===== src/hdl/slx_pkg.sv =====
// Shared types, codes and character classing for the script lexer token classifier.
package slx_pkg;

  localparam int FIFO_DEPTH = 4;
  localparam int FIFO_AW    = $clog2(FIFO_DEPTH);

  typedef enum logic [1:0] {
    MODE_IDLE   = 2'd0,
    MODE_QUOTE  = 2'd1,
    MODE_NUMBER = 2'd2,
    MODE_WORD   = 2'd3
  } mode_t;

  typedef enum logic [3:0] {
    KIND_FINISHED = 4'd0,
    KIND_EOL      = 4'd1,
    KIND_DELIM    = 4'd2,
    KIND_QUOTED   = 4'd3,
    KIND_NUMBER   = 4'd4,
    KIND_VARIABLE = 4'd5,
    KIND_COMMAND  = 4'd6,
    KIND_ERROR    = 4'd7,
    KIND_UNKNOWN  = 4'd8
  } kind_t;

  localparam logic [7:0] CH_NUL   = 8'h00;
  localparam logic [7:0] CH_TAB   = 8'h09;
  localparam logic [7:0] CH_NL    = 8'h0A;
  localparam logic [7:0] CH_SPACE = 8'h20;
  localparam logic [7:0] CH_QUOTE = 8'h22;

  typedef struct packed {
    logic [7:0] token_byte;
    logic       byte_present;
    kind_t      token_kind;
    logic       token_done;
  } tok_rec_t;

  // What one byte does when no token is open.
  typedef struct packed {
    logic     has_rec;
    tok_rec_t rec;
    mode_t    mode;
    logic     word_start;
  } idle_res_t;

  function automatic logic is_delim(input logic [7:0] c);
    logic d;
    unique case (c)
      8'h00, 8'h09, 8'h0A, 8'h20,
      ";", ",", "+", "-", "<", ">", "/", "*", "%", "^", "=", "(",
      ")", "|", "&", "~": d = 1'b1;
      default:            d = 1'b0;
    endcase
    return d;
  endfunction

  function automatic tok_rec_t mk_rec(input logic [7:0] b, input logic p,
                                      input kind_t k, input logic d);
    tok_rec_t r;
    r.token_byte   = b;
    r.byte_present = p;
    r.token_kind   = k;
    r.token_done   = d;
    return r;
  endfunction

  function automatic idle_res_t from_idle(input logic [7:0] c);
    idle_res_t r;
    r.has_rec    = 1'b1;
    r.mode       = MODE_IDLE;
    r.word_start = 1'b0;
    r.rec        = mk_rec(c, 1'b1, KIND_UNKNOWN, 1'b1);
    priority if (c == CH_SPACE || c == CH_TAB) begin
      r.has_rec = 1'b0;
    end else if (c == CH_NUL) begin
      r.rec = mk_rec(8'h00, 1'b0, KIND_FINISHED, 1'b1);
    end else if (c == CH_NL) begin
      r.rec = mk_rec(c, 1'b1, KIND_EOL, 1'b1);
    end else if (is_delim(c)) begin
      r.rec = mk_rec(c, 1'b1, KIND_DELIM, 1'b1);
    end else if (c == CH_QUOTE) begin
      r.has_rec = 1'b0;
      r.mode    = MODE_QUOTE;
    end else if (c >= "0" && c <= "9") begin
      r.mode = MODE_NUMBER;
      r.rec  = mk_rec(c, 1'b1, KIND_NUMBER, 1'b0);
    end else if ((c >= "A" && c <= "Z") || (c >= "a" && c <= "z")) begin
      r.mode       = MODE_WORD;
      r.word_start = 1'b1;
      r.rec        = mk_rec(c, 1'b1, KIND_VARIABLE, 1'b0);
    end else begin
      r.rec = mk_rec(c, 1'b1, KIND_UNKNOWN, 1'b1);
    end
    return r;
  endfunction

endpackage


===== src/hdl/slx_in_if.sv =====
// Valid/ready channel carrying one byte of program text per beat.
interface slx_in_if;
  logic       valid;
  logic       ready;
  logic [7:0] text_byte;

  modport source (output valid, output text_byte, input ready);
  modport sink   (input valid, input text_byte, output ready);
endinterface


===== src/hdl/slx_out_if.sv =====
// Valid/ready channel carrying one token record per beat.
interface slx_out_if;
  logic       valid;
  logic       ready;
  logic [7:0] token_byte;
  logic       byte_present;
  logic [3:0] token_kind;
  logic       token_done;

  modport source (output valid, output token_byte, output byte_present,
                  output token_kind, output token_done, input ready);
  modport sink   (input valid, input token_byte, input byte_present,
                  input token_kind, input token_done, output ready);
endinterface


===== src/hdl/script_lexer_token_classifier_core.sv =====
// Top level: byte-stream lexer that emits classified token records.
//
//  channel | dir | payload                                          | beat
//  --------+-----+--------------------------------------------------+-----------------------
//  text    | in  | text_byte[7:0]                                   | one program byte
//  token   | out | token_byte[7:0] byte_present token_kind[3:0] done | one token record
//
// One byte per cycle while the token side takes one record per cycle and the text
// averages no more than one record per byte; a token boundary costs a second record.
// A byte is captured, then classified against the scan state, and when the stage advances its
// zero to two records land in a 4-entry queue, offered from the cycle after that.
// The input stage advances only while the queue has room for two records after
// this cycle's pop, so output stalls back up into text.ready.
// rst (sync, active high) clears the scan state, input stage and queue.
module script_lexer_token_classifier_core (
  input logic clk,
  input logic rst,
  slx_in_if.sink    text,
  slx_out_if.source token
);
  import slx_pkg::*;

  logic                  s1_valid;
  logic [7:0]            s1_byte;
  mode_t                 mode, mode_next;
  logic [1:0]            word_len, word_len_next;

  tok_rec_t              fifo [FIFO_DEPTH];
  logic [FIFO_AW-1:0]    wr_ptr, rd_ptr;
  logic [FIFO_AW:0]      count;

  logic                  pop, advance, in_take;
  logic [FIFO_AW:0]      occ_after_pop;
  logic [1:0]            n_rec;
  tok_rec_t              r0, r1;
  idle_res_t             idl;
  kind_t                 word_kind;
  tok_rec_t              head;

  assign pop           = token.valid && token.ready;
  assign occ_after_pop = count - {{FIFO_AW{1'b0}}, pop};
  assign advance       = s1_valid && (occ_after_pop <= (FIFO_AW+1)'(FIFO_DEPTH - 2));
  assign text.ready    = !s1_valid || advance;
  assign in_take       = text.valid && text.ready;

  always_ff @(posedge clk) begin
    if (rst) begin
      s1_valid <= 1'b0;
    end else if (in_take) begin
      s1_valid <= 1'b1;
    end else if (advance) begin
      s1_valid <= 1'b0;
    end
    if (in_take) begin
      s1_byte <= text.text_byte;
    end
  end

  // Classification of the staged byte.
  always_comb begin
    idl           = from_idle(s1_byte);
    word_kind     = (word_len >= 2'd2) ? KIND_COMMAND : KIND_VARIABLE;
    mode_next     = mode;
    word_len_next = word_len;
    n_rec         = 2'd0;
    r0            = idl.rec;
    r1            = idl.rec;
    unique case (mode)
      MODE_QUOTE: begin
        if (s1_byte == CH_QUOTE) begin
          mode_next = MODE_IDLE;
          r0        = mk_rec(8'h00, 1'b0, KIND_QUOTED, 1'b1);
          n_rec     = 2'd1;
        end else if (s1_byte == CH_NL || s1_byte == CH_NUL) begin
          // unterminated string: error close, then the byte as its own token
          mode_next = idl.mode;
          r0        = mk_rec(8'h00, 1'b0, KIND_ERROR, 1'b1);
          n_rec     = {idl.has_rec, !idl.has_rec};
        end else begin
          r0    = mk_rec(s1_byte, 1'b1, KIND_QUOTED, 1'b0);
          n_rec = 2'd1;
        end
      end
      MODE_NUMBER: begin
        if (is_delim(s1_byte)) begin
          mode_next = idl.mode;
          r0        = mk_rec(8'h00, 1'b0, KIND_NUMBER, 1'b1);
          n_rec     = {idl.has_rec, !idl.has_rec};
        end else begin
          r0    = mk_rec(s1_byte, 1'b1, KIND_NUMBER, 1'b0);
          n_rec = 2'd1;
        end
      end
      MODE_WORD: begin
        if (is_delim(s1_byte)) begin
          mode_next     = idl.mode;
          word_len_next = 2'd0;
          r0            = mk_rec(8'h00, 1'b0, word_kind, 1'b1);
          n_rec         = {idl.has_rec, !idl.has_rec};
        end else begin
          word_len_next = 2'd2;
          r0            = mk_rec(s1_byte, 1'b1, KIND_COMMAND, 1'b0);
          n_rec         = 2'd1;
        end
      end
      default: begin
        mode_next = idl.mode;
        if (idl.word_start) begin
          word_len_next = 2'd1;
        end
        r0    = idl.rec;
        n_rec = {1'b0, idl.has_rec};
      end
    endcase
  end

  always_ff @(posedge clk) begin
    if (rst) begin
      mode     <= MODE_IDLE;
      word_len <= 2'd0;
      wr_ptr   <= '0;
      rd_ptr   <= '0;
      count    <= '0;
    end else begin
      if (advance) begin
        mode     <= mode_next;
        word_len <= word_len_next;
        wr_ptr   <= wr_ptr + FIFO_AW'(n_rec);
      end
      if (pop) begin
        rd_ptr <= rd_ptr + 1'b1;
      end
      count <= count + (advance ? {{(FIFO_AW-1){1'b0}}, n_rec} : '0)
                     - {{FIFO_AW{1'b0}}, pop};
    end
  end

  always_ff @(posedge clk) begin
    if (advance && n_rec != 2'd0) begin
      fifo[wr_ptr] <= r0;
    end
    if (advance && n_rec == 2'd2) begin
      fifo[wr_ptr + 1'b1] <= r1;
    end
  end

  assign head               = fifo[rd_ptr];
  assign token.valid        = (count != '0);
  assign token.token_byte   = head.token_byte;
  assign token.byte_present = head.byte_present;
  assign token.token_kind   = head.token_kind;
  assign token.token_done   = head.token_done;

endmodule


===== src/flat_wrapper.sv =====
// flat-port wrapper written by rule: the top's interface ports become plain ports
module script_lexer_token_classifier_core_flat import slx_pkg::*;
  (clk, rst, text_valid, text_text_byte, text_ready, token_valid, token_token_byte, token_byte_present, token_token_kind, token_token_done, token_ready);
  slx_in_if text_i ();
  slx_out_if token_i ();
  input logic clk;
  input logic rst;
  input wire logic [$bits(text_i.valid)-1:0] text_valid;
  input wire logic [$bits(text_i.text_byte)-1:0] text_text_byte;
  output wire logic [$bits(text_i.ready)-1:0] text_ready;
  output wire logic [$bits(token_i.valid)-1:0] token_valid;
  output wire logic [$bits(token_i.token_byte)-1:0] token_token_byte;
  output wire logic [$bits(token_i.byte_present)-1:0] token_byte_present;
  output wire logic [$bits(token_i.token_kind)-1:0] token_token_kind;
  output wire logic [$bits(token_i.token_done)-1:0] token_token_done;
  input wire logic [$bits(token_i.ready)-1:0] token_ready;
  assign text_i.valid = text_valid;
  assign text_i.text_byte = text_text_byte;
  assign text_ready = text_i.ready;
  assign token_valid = token_i.valid;
  assign token_token_byte = token_i.token_byte;
  assign token_byte_present = token_i.byte_present;
  assign token_token_kind = token_i.token_kind;
  assign token_token_done = token_i.token_done;
  assign token_i.ready = token_ready;
  script_lexer_token_classifier_core u_core (.clk(clk), .rst(rst), .text(text_i), .token(token_i));
endmodule

===== config.mk =====
export PLATFORM = sky130hd
export DESIGN_NAME = script_lexer_token_classifier_core_flat
export DESIGN_NICKNAME = d
export VERILOG_FILES = /design/src/hdl/slx_pkg.sv /design/src/hdl/slx_in_if.sv /design/src/hdl/slx_out_if.sv /design/src/hdl/script_lexer_token_classifier_core.sv /design/src/flat_wrapper.sv
export SDC_FILE = /design/constraint.sdc
export NUM_CORES = 1
export LEC_CHECK = 0
export ABC_CLOCK_PERIOD_IN_PS = 5300
export BUFFER_PORTS_ARGS = -buffer_cell sky130_fd_sc_hd__buf_2
export CORE_ASPECT_RATIO = 1.4
export CORE_MARGIN = 2
export CORE_UTILIZATION = 45
export DETAILED_ROUTE_END_ITERATION = 8
export HOLD_SLACK_MARGIN = 0.06
export PLACE_DENSITY = 0.67
export RECOVER_POWER = 50
export SYNTH_ARGS = -nofsm -noshare
export SYNTH_HDL_FRONTEND = slang
export SYNTH_SLANG_ARGS = --single-unit

===== constraint.sdc =====
create_clock -name clk -period 5.3 [get_ports clk]
set_input_delay 0.265 -clock clk [delete_from_list [all_inputs] [get_ports clk]]
set_output_delay 0.265 -clock clk [all_outputs]
set_load 0.01 [all_outputs]

# --- Word-level counts from Yosys, hierarchy flattened ---
# Memories as Yosys holds them, arrays and structs flattened. A register that Yosys moved wholly into a read port is not among the register bits.
# Index checks and enable logic that the tools add are counted.
totals:
  ff_bits: 20
  ramBits: 56
  input_bits: 12
  wordCells: 126
  mem_count: 1
mem_list:
  columns: ["name", "words", "word_bits", "read_ports", "rd_clocked_by_memory_dff", "write_ports", "line_no", "rtl"]
  rows:
  - ["u_core.fifo", 4, 14, 1, 1, 2, "script_lexer_token_classifier_core.sv:28", "tok_rec_t fifo [FIFO_DEPTH];"]
classes:
  addsub: 6
  n_lt_le_gt_ge: 8
  n_eq_ne: 27
  mux: 53
  bitwise: 1
  n_reduce_logical: 23
op_table:
  columns: ["op", "n"]
  rows:
  - ["equality test 8 x 6 -> 1 bit (second input constant)", 15]
  - ["2-to-1 mux 14 bit", 5]
  - ["case mux 14 bit (3 select lines)", 1]
  - ["2-to-1 mux 2 bit", 15]
  - ["equality test 8 x 7 -> 1 bit (second input constant)", 3]
  - ["2-to-1 mux 5 bit", 4]
  - ["OR reduction 20 bit", 1]
  - ["2-to-1 mux 1 bit", 19]
  - ["2-to-1 mux 17 bit", 1]
  - ["equality test 8 x 4 -> 1 bit (second input constant)", 2]
  - ["greater-or-equal comparator 8 x 7 -> 1 bit (second input constant)", 2]
  - ["<= comparator 8 x 7 -> 1 bit (second input constant)", 2]
  - ["2-to-1 mux 3 bit", 4]
  - ["case mux 2 bit (3 select lines)", 2]
  - ["greater-or-equal comparator 8 x 6 -> 1 bit (second input constant)", 1]
  - ["<= comparator 8 x 6 -> 1 bit (second input constant)", 1]
  - ["logical AND 1 bit", 8]
  - ["logical NOT 8 bit", 1]
  - ["2-to-1 mux 7 bit", 1]
  - ["equality test 2 bit (second input constant)", 3]
  - ["nonzero test 2 bit", 3]
  - ["subtractor 3 x 1 -> 3 bit", 2]
  - ["adder 2 x 1 -> 2 bit (second input constant)", 2]
  - ["logical OR 1 bit", 4]
  - ["14 further kinds", 16]

# --- Logic depth before layout (Yosys ltp) ---
# Gate-level depths: netlist (run 1).
depth:
  word_depth: 18
  depth_mapped: 15
  mapped_depth_nobuf: 14

# --- Worst setup path after synthesis (run 1) ---
# OpenSTA, ideal clock, no wires.
synth_timing:
  path_kind: "reg-to-reg"
  start: "register u_core.s1_byte[1]"
  end: "memory u_core.fifo[1][0] in the netlist's numbering, enable pin"
  t_arrival_ps: 3161
  required_ps: 4897
  path_slack_ps: 1736
  path_stages_with_launch: 9
  period_less_slack_ps: 3564
  path_cell_list: "edfxtp_1 clkbuf_1 a211oi_1 o221a_2 nor3_1 clkbuf_1 a21o_1 a21oi_1 nor3_1"
synth_rtl:
  columns: ["item", "line_no", "rtl"]
  rows:
  - ["start, declared", "script_lexer_token_classifier_core.sv:24", "logic [7:0] s1_byte;"]
  - ["start signal, assigned", "script_lexer_token_classifier_core.sv:55", "s1_byte <= text.text_byte;"]
  - ["end, declared", "script_lexer_token_classifier_core.sv:28", null]

==> impl_metrics.env, run 1 <==
export IMPL_cts_root_buf="clkbuf_16"
export IMPL_clock_path_buffers=2
export IMPL_synth_edf_count=64
export IMPL_avgRoutedWirePerCell_microns=16.9
export IMPL_drv_slew=0
export IMPL_overflow=0
export IMPL_drc_errors=0
export IMPL_grt_pass1_wl_microns=12800
export IMPL_final_period_utilization=0.791
export IMPL_cp_startpoint="u_core.s1_byte[3]"
export IMPL_startpoint_type="flip-flop"
export IMPL_ff2ff_path_depth=8
export IMPL_arrival_ns=4.39
export IMPL_cts_resized=0
export IMPL_clock_skew_final_ns=0.00457
export IMPL_fin_setup_tns_ns=0
export IMPL_power_density_nw_per_um2=488
export IMPL_tightestPinTransition_ns=1.23
export IMPL_antenna_cells=0
export IMPL_antenna_found_initial=0
export IMPL_outcome="finished clean"
export IMPL_cts_setup_buffers=0
export IMPL_syn_cell_area_sq_um=4050
export IMPL_syn_nets=353
export IMPL_grt_pass1_vias=2552
export IMPL_crit_fanout=20
export IMPL_min_from="text_text_byte[2]"
export IMPL_critPathCaptureType="flip-flop"
export IMPL_cts_tree="done"
export IMPL_place_ws_ns=1.34
export IMPL_ys_warn_count=0
export IMPL_min_period_ns=4.19
export IMPL_required_ns=5.50
export IMPL_setup_viol=0
export IMPL_avgSynthCellArea_sq_um=12.2
export IMPL_die_y_microns=116
export IMPL_syn_instance_count=331
export IMPL_rows=40
export IMPL_final_nets=374
export IMPL_pin_count=28
export IMPL_syn_to_final_growth_pct=10.6
export IMPL_dr_total_vias=2603
export IMPL_r2r_slack_ns=1.11
export IMPL_hold_violations=0
export IMPL_ys_seq_area_frac=0.539
export IMPL_holdBufCountCts=0
export IMPL_hold_class="in -> reg"
export IMPL_ys_ff_latch=77
export IMPL_rsz0062_at_grt="false"
export IMPL_io_buffers=27
export IMPL_reg2reg_from="u_core.s1_byte[3]"
export IMPL_initial_core_util=0.468
export IMPL_drtIter0Drc=174
export IMPL_gp_congestion=0.855
export IMPL_final_cell_mix="64 x edfxtp_1, 33 x and2_1, 29 x nor2_1, 21 x clkbuf_1"
export IMPL_hold_path_depth=1
export IMPL_vdd_drop_max_mv=0.263
export IMPL_grt_max_degree=22
export IMPL_slew_headroom=0.171
export IMPL_finalWirelength_microns=7800
export IMPL_drive_gt1_frac=0.163
export IMPL_worstSetupPathType="reg -> reg"
export IMPL_layout_commonest_cell="edfxtp_1"
export IMPL_cts_buffers=9
export IMPL_cts_max_level=3
export IMPL_placed_cells=446
export IMPL_fmax_mhz=239
export IMPL_core_sq_um=8660
export IMPL_ys_types=57
export IMPL_drt_antenna_violating_nets=0
export IMPL_via_per_inst=5.65
export IMPL_timing_rr_end="u_core.fifo[2][5]"
export IMPL_max_cap_violations=0
export IMPL_p_leak_nw=1.46
export IMPL_clock_latency_ns=0.33
export IMPL_path_clk_slew_ns=0.05
export IMPL_hpwl_microns=5560
export IMPL_instances_no_fill=461
export IMPL_fill_cells=747
export IMPL_synthArstFlopShare=0
export IMPL_track_usage=0.172
export IMPL_first_pass_iters=4
export IMPL_synth_flop_cell="edfxtp_1"
export IMPL_cts_sinks=77
export IMPL_fin_ws_ns=1.11
export IMPL_dieArea_sq_um=9780
export IMPL_min_to="u_core.s1_byte[2]"
export IMPL_die_w_microns=84.2
[layer usage]
metal | vias up | track usage | wire (microns)
met5 | - | 0 | 0
li1 | 1282 | - | -
met3 | 15 | 0.0410 | 374
met1 | 1241 | 0.204 | 3220
met4 | 0 | 0.0978 | 209
met2 | 65 | 0.288 | 3990
[area by class of cell]
type,instances,area (sq um),share of cell area
clock inverters,4,26.3,0.00587
repair buffers,32,141,0.0316
multi-input cells,218,1710,0.382
clock buffers,11,233,0.0520
well taps,105,131,0.0293
inverters,14,52.6,0.0117
flip-flops and latches,77,2180,0.487
[sequential cells by signal (all words and copies together) (netlist names), named ones only]
| register | flops |
|---|---|
| u_core.mode | 2 |
| u_core.wr_ptr | 2 |
| u_core.count | 3 |
| u_core.s1_byte | 8 |
| u_core.rd_ptr | 2 |
| u_core.s1_valid | 1 |
| u_core.fifo | 56 |
| u_core.word_len | 1 |
[critical path: stages (launching register included)]
cell	delay, ns
edfxtp_1	0.62
nor4b_1	0.36
o21ai_0	0.13
a2111oi_0	0.75
nor3_1	0.12
clkbuf_1	0.32
or3_4	0.56
o31ai_1	0.93
and3_1	0.27
[worst max-delay path by stage]
stage and to:
3_5_place_dp u_core.fifo[3][6], 2_1_floorplan u_core.fifo[1][0], 4_1_cts u_core.fifo[3][13], 5_1_grt u_core.fifo[2][5], 3_3_place_gp u_core.fifo[2][5], 6_report u_core.fifo[2][5]
[report_power, final]
group	switching (mW)	internal, mW
Combinational	0.411	0.343
Clock	0.218	0.313
Sequential	0.0933	0.806
Total	0.722	1.46
[through the flow]
stage | power [mW] | util | hold WS (ns) | instance area (sq um)
after CTS | 2.23 | 0.523 | 0.0929 | 4530
after floorplan | 1.48 | - | 0.337 | 4050
final | 2.18 | 0.517 | 0.106 | 4480
after global routing | 2.34 | 0.517 | 0.0966 | 4480
after detailed placement | 1.70 | 0.493 | 0.443 | 4270
after global placement | 1.68 | 0.493 | 0.444 | 4270
[cell usage after synthesis, types with 2 or more instances]
master / instances / area (sq um)
nor4bb_1: 2 / 20.0
a31oi_1: 2 / 12.5
mux2i_1: 4 / 40.0
o211ai_1: 2 / 15.0
nand3_1: 6 / 30.0
a21oi_1: 9 / 45.0
edfxtp_1: 64 / 1920
nor3_2: 2 / 20.0
nor2b_1: 3 / 18.8
inv_1: 14 / 52.6
o21ai_0: 15 / 75.1
and2_1: 36 / 225
o221a_2: 8 / 90.1
ha_1: 9 / 113
xor2_1: 4 / 35.0
or4_1: 3 / 22.5
a211oi_1: 5 / 37.5
mux4_2: 14 / 315
or3_1: 4 / 25.0
xnor2_1: 3 / 26.3
dfxtp_1: 13 / 260
nand4_1: 2 / 12.5
a211o_1: 2 / 17.5
and3_1: 6 / 37.5
buf_2: 2 / 10.0
nor2_1: 29 / 109
nand2b_1: 2 / 12.5
nor3_1: 7 / 35.0
clkbuf_1: 17 / 63.8
nand2_1: 15 / 56.3
[kinds of logic (layout without fill, tap and decap cells)]
| logic type | after synthesis | count (layout) | synth area share |
|---|---|---|---|
| muxes | 19 | 19 | 0.0905 |
| adders and majority gates | 10 | 10 | 0.0328 |
| xor gates and xnor gates | 7 | 7 | 0.0151 |
| and+or+nand+nor | 126 | 126 | 0.177 |
| AOI/OAI and AO/OA | 56 | 56 | 0.109 |
| buffers and inverters | 36 | 61 | 0.0362 |
| DFF | 77 | 77 | 0.539 |
Note: power is estimated with default switching activity, not from simulation.
==> inputs of run 2 (changes only) <==
Settings changed: ABC_CLOCK_PERIOD_IN_PS 5300 to 3400, PLACE_DENSITY 0.67 to 0.7.
Clock period 5.3 ns to 3.4 ns, I/O delays scaled along.
==> run 2 against run 1 <==
  * Hold slack worse by 0.032 ns
  * Clock skew is 0.00057 ns lower
  * Wire length rose by 8.5%
  * Die area is the same
  * Largest cell class unchanged
  * Highest routed layer unchanged
==> impl_metrics.env, run 2 (synthesized netlist as in run 1, its figures left out) <==
export IMPL_antenna_cells=0
export IMPL_fin_ws_ns=0.196
export IMPL_io_buffers=27
export IMPL_clock_path_buffers=2
export IMPL_die_y_microns=116
export IMPL_fmax_mhz=312
export IMPL_fin_setup_tns_ns=0
export IMPL_final_period_utilization=0.942
export IMPL_core_sq_um=8660
export IMPL_min_period_ns=3.20
export IMPL_hold_path_depth=3
export IMPL_rows=40
export IMPL_path_clk_slew_ns=0.06
export IMPL_ff2ff_path_depth=13
export IMPL_final_nets=408
export IMPL_final_cell_mix="64 x edfxtp_1, 35 x and2_1, 31 x buf_4, 28 x nor2_1, 19 x buf_2"
export IMPL_place_ws_ns=0.0414
export IMPL_avgRoutedWirePerCell_microns=17.1
export IMPL_final_area_sq_um=4900
export IMPL_grt_max_degree=20
export IMPL_antenna_found_initial=0
export IMPL_largest_register_ffs=56
export IMPL_vdd_drop_max_mv=0.423
export IMPL_drive_gt1_frac=0.271
export IMPL_first_pass_iters=4
export IMPL_cts_max_level=3
export IMPL_fill_cells=747
export IMPL_drt_antenna_violating_nets=0
export IMPL_cts_tree="done"
export IMPL_layout_commonest_cell="edfxtp_1"
export IMPL_critPathCaptureType="flip-flop"
export IMPL_track_usage=0.185
export IMPL_outcome="finished clean"
export IMPL_cts_sinks=77
export IMPL_hpwl_microns=5880
export IMPL_dieArea_sq_um=9780
export IMPL_slew_headroom=0.372
export IMPL_die_w_microns=84.2
export IMPL_top_register="u_core.fifo"
export IMPL_drc_errors=0
export IMPL_syn_to_final_growth_pct=21.0
export IMPL_hold_violations=0
export IMPL_drv_slew=0
export IMPL_tightestPinTransition_ns=0.941
export IMPL_grt_pass1_wl_microns=13700
export IMPL_cp_startpoint="u_core.s1_byte[4]"
export IMPL_p_leak_nw=1.69
export IMPL_power_density_nw_per_um2=771
export IMPL_clock_latency_ns=0.34
export IMPL_required_ns=3.62
export IMPL_finalWirelength_microns=8460
export IMPL_clock_skew_final_ns=0.00399
export IMPL_initial_core_util=0.468
export IMPL_cts_buffers=9
export IMPL_multi_input_area_sq_um=1760
export IMPL_dr_total_vias=2812
export IMPL_via_per_inst=5.67
export IMPL_startpoint_type="flip-flop"
export IMPL_arrival_ns=3.43
export IMPL_min_to="u_core.s1_valid"
export IMPL_r2r_slack_ns=0.20
export IMPL_worstSetupPathType="reg -> reg"
export IMPL_reg2reg_from="u_core.s1_byte[4]"
export IMPL_power_total_mw=3.78
export IMPL_hold_class="in -> reg"
export IMPL_setup_viol=0
export IMPL_placed_area_sq_um=4460
export IMPL_largest_registers="u_core.fifo (56), u_core.s1_byte (8), u_core.count (3)"
export IMPL_final_util=0.566
export IMPL_timing_rr_end="u_core.count[2]"
export IMPL_overflow=0
export IMPL_pin_count=28
export IMPL_cts_root_buf="clkbuf_16"
export IMPL_grt_pass1_vias=2754
export IMPL_gp_congestion=0.955
export IMPL_max_cap_violations=0
export IMPL_crit_fanout=5
export IMPL_drtIter0Drc=155
export IMPL_min_from="text_valid"
export IMPL_regArea_sq_um=2180
==> run 2: layout make-up <==
type / instances / share of cell area
sequential: 77 / 0.445
multi-input combinational: 218 / 0.359
timing repair buffer: 66 / 0.0894
clock buffer: 10 / 0.0467
tap: 105 / 0.0268
clock inverter: 6 / 0.0225
inverter: 14 / 0.0107
==> run 2: timing repair <==
action | CTS | global route
hold endpoints to repair | 8 | 0
hold buffers | 8 | 0
buffers inserted | 0 | 1
endpoints found under the setup margin | 0 | 14
gates resized for setup | 0 | 6
==> run 2: stage by stage <==
stage	hold WS [ns]	cells
finish	0.0736	496
global route	0.0920	496
CTS	0.0705	495
detailed placement	0.349	471
global placement	0.349	471
floorplan	0.242	331
==> run 2: layer usage <==
metal / GRT usage / part of all wire / up-vias
met5: 0 / 0 / -
met4: 0.0925 / 0.026 / 0
met3: 0.0438 / 0.039 / 20
met2: 0.327 / 0.54 / 67
met1: 0.209 / 0.40 / 1379
li1: - / - / 1346
==> run 2: critical path: stages (launching register included) <==
cell	delay (ns)
edfxtp_1	0.44
or4_4	0.57
nor4_4	0.16
nand2_1	0.11
a211o_1	0.33
buf_4	0.16
nor2_2	0.12
nand2_1	0.08
ha_1	0.27
inv_1	0.05
fa_1	0.39
xor2_1	0.21
xnor2_1	0.14
nor2_1	0.05
==> run 2: worst max-delay path by stage <==
| stage | cells past startpoint | end |
|---|---|---|
| after floorplan | 8 | u_core.fifo[1][0] |
| after global placement | 13 | u_core.count[2] |
| after detailed placement | 7 | u_core.fifo[2][5] |
| after CTS | 7 | u_core.fifo[2][5] |
| after global routing | 13 | u_core.count[2] |
| final | 13 | u_core.count[2] |
==> run 2: where the power goes <==
group | switching (mW) | internal [mW] | total (mW) | leakage [nW]
combinational | 0.708 | 0.625 | 1.33 | 0.836
sequential | 0.114 | 1.25 | 1.37 | 0.692
clock | 0.363 | 0.716 | 1.08 | 0.161
==> inputs of run 3 (changes only) <==
Settings changed: SETUP_SLACK_MARGIN set to 0.4.
==> run 3 against run 2 <==
  * First-iteration DRC count rose by 86%
  * Via count rose by 9.1%
  * Core utilization rose by 4.5 points
  * Setup slack improved by 0.019 ns
  * Highest routed layer unchanged
==> impl_metrics.env, run 3 (synthesized netlist as in run 1, its figures left out) <==
export IMPL_outcome="finished clean"
export IMPL_hold_path_depth=3
export IMPL_hold_class="in -> reg"
export IMPL_regArea_sq_um=2180
export IMPL_cts_sinks=77
export IMPL_cts_root_buf="clkbuf_16"
export IMPL_drv_slew=0
export IMPL_power_total_mw=3.92
export IMPL_dieArea_sq_um=9780
export IMPL_swShare=0.328
export IMPL_top_register="u_core.fifo"
export IMPL_clock_path_buffers=2
export IMPL_final_period_utilization=0.937
export IMPL_critical_path_buf_inv_count=2
export IMPL_hold_violations=0
export IMPL_tightestPinTransition_ns=0.983
export IMPL_finalWirelength_microns=9600
export IMPL_fill_cells=658
export IMPL_antenna_found_initial=0
export IMPL_final_util=0.611
export IMPL_arrival_ns=3.28
export IMPL_p_seq_frac=0.349
export IMPL_die_y_microns=116
export IMPL_die_w_microns=84.2
export IMPL_cts_max_level=3
export IMPL_placed_area_sq_um=4470
export IMPL_switching_power_mw=1.29
export IMPL_path_depth=9
export IMPL_largest_registers="u_core.fifo (56), u_core.s1_byte (8), u_core.count (3)"
export IMPL_final_nets=442
export IMPL_clock_latency_ns=0.33
export IMPL_clock_skew_final_ns=0.00387
export IMPL_cp_top_family="simple AND/OR/NAND/NOR gates"
export IMPL_path_common_cell="or4_1"
export IMPL_min_period_ns=3.19
export IMPL_via_per_inst=5.79
export IMPL_gp_congestion=0.904
export IMPL_first_pass_iters=5
export IMPL_slowest_stage="or4_1"
export IMPL_power_density_nw_per_um2=742
export IMPL_drt_antenna_violating_nets=0
export IMPL_crit_fanout=8
export IMPL_pin_count=28
export IMPL_overflow=0
export IMPL_hpwl_microns=6110
export IMPL_cts_tree="done"
export IMPL_path_cells="or4_1 > nor4_4 > nand2_1 > a211o_1 > buf_6 > or3_1 > buf_8 > or4_1 > and3_4"
export IMPL_vdd_drop_max_mv=0.402
export IMPL_final_cell_mix="64 x edfxtp_1, 43 x buf_4, 26 x nor2_1, 21 x clkbuf_1, 20 x and2_1"
export IMPL_grt_pass1_wl_microns=15200
export IMPL_syn_to_final_growth_pct=30.7
export IMPL_power_frac_comb=0.395
export IMPL_drtIter0Drc=288
export IMPL_slew_headroom=0.344
export IMPL_fmax_mhz=314
export IMPL_antenna_cells=0
export IMPL_startpoint_type="flip-flop"
export IMPL_core_sq_um=8660
export IMPL_worstSetupPathType="reg -> reg"
export IMPL_avgRoutedWirePerCell_microns=18.1
export IMPL_grt_pass1_vias=3091
export IMPL_path_clk_slew_ns=0.06
export IMPL_drive_gt1_frac=0.332
export IMPL_dr_total_vias=3067
export IMPL_critPathCaptureType="flip-flop"
export IMPL_cts_buffers=9
export IMPL_drc_errors=0
export IMPL_cpPeakStageDelay_ns=0.54
export IMPL_worst_hold_slack_ns=0.0771
export IMPL_final_area_sq_um=5290
export IMPL_max_cap_violations=0
export IMPL_grt_max_degree=16
export IMPL_largest_register_ffs=56
export IMPL_required_ns=3.49
export IMPL_multi_input_area_sq_um=1880
export IMPL_rows=40
export IMPL_intPower_mw=2.64
export IMPL_clkPwrFrac=0.256
export IMPL_initial_core_util=0.468
export IMPL_fin_setup_tns_ns=0
export IMPL_ff2ff_path_depth=9
export IMPL_track_usage=0.205
export IMPL_io_buffers=27
export IMPL_rsz0062_at_grt="true"
export IMPL_layout_commonest_cell="edfxtp_1"
export IMPL_p_leak_nw=1.87
export IMPL_setup_viol=0
run 3: cell count changes in the layout (fill, tap and decap cells not counted), sizes merged:
cell / change
inv: -1
bufinv: -1
buf: +21
clkinv: +4
clkinvlp: -1
clkbuf: +12
run 3: path summary, 6_finish.rpt:
check                      from                 end  slack, ns
max           u_core.s1_byte[6]   u_core.fifo[1][5]       0.21
min                  text_valid     u_core.s1_valid       0.08
max reg2reg   u_core.s1_byte[6]   u_core.fifo[1][5]       0.21
min reg2reg  u_core.word_len[1]  u_core.word_len[1]       0.49
run 3: what timing repair did:
| item | in CTS | in global routing |
|---|---|---|
| buffers inserted | 29 | 7 |
| hold buffers | 8 | 0 |
| gates resized for setup | 21 | 33 |
| cloned | 0 | 0 |
| pin swaps | 23 | 9 |
| hold endpoints to repair | 8 | 0 |
| endpoints found under the setup margin | 88 | 110 |
run 3: area by class of cell:
type                    instances  area share
clock buffers                   9      0.0426
clock inverters                 7      0.0170
inverters                      14     0.00993
multi-input cells             218       0.355
flip-flops and latches         77       0.412
well taps                     105      0.0248
repair buffers                100       0.138
run 3: power groups by stage:
stage / Combinational [mW] / Clock (mW) / Sequential (mW)
final: 1.55 / 1.00 / 1.37
after global routing: 1.69 / 1.06 / 1.39
after CTS: 1.49 / 1.01 / 1.37
after detailed placement: 1.36 / 0 / 1.39
after global placement: 1.33 / 0 / 1.39
after floorplan: 1.00 / 0 / 1.32
run 3: routing by layer:
layer / wire length (microns) / up-vias / global-route usage / part of all wire
met5: 0 / - / 0 / 0
met4: 349 / 0 / 0.112 / 0.036
met3: 434 / 33 / 0.0382 / 0.045
met2: 5120 / 110 / 0.373 / 0.53
met1: 3690 / 1502 / 0.225 / 0.38
li1: - / 1422 / - / -
run 3: worst reg2reg max path: stages, from the launching register on:
cell	delay, ns
edfxtp_1	0.48
or4_1	0.54
nor4_4	0.19
nand2_1	0.11
a211o_1	0.35
buf_6	0.12
or3_1	0.42
buf_8	0.16
or4_1	0.41
and3_4	0.18
run 3: through the flow:
stage	cells	setup slack [ns]
global placement	470	0.199
detailed placement	470	0.0958
CTS	523	0.342
finish	530	0.215
global route	530	0.0907
floorplan	331	0.335
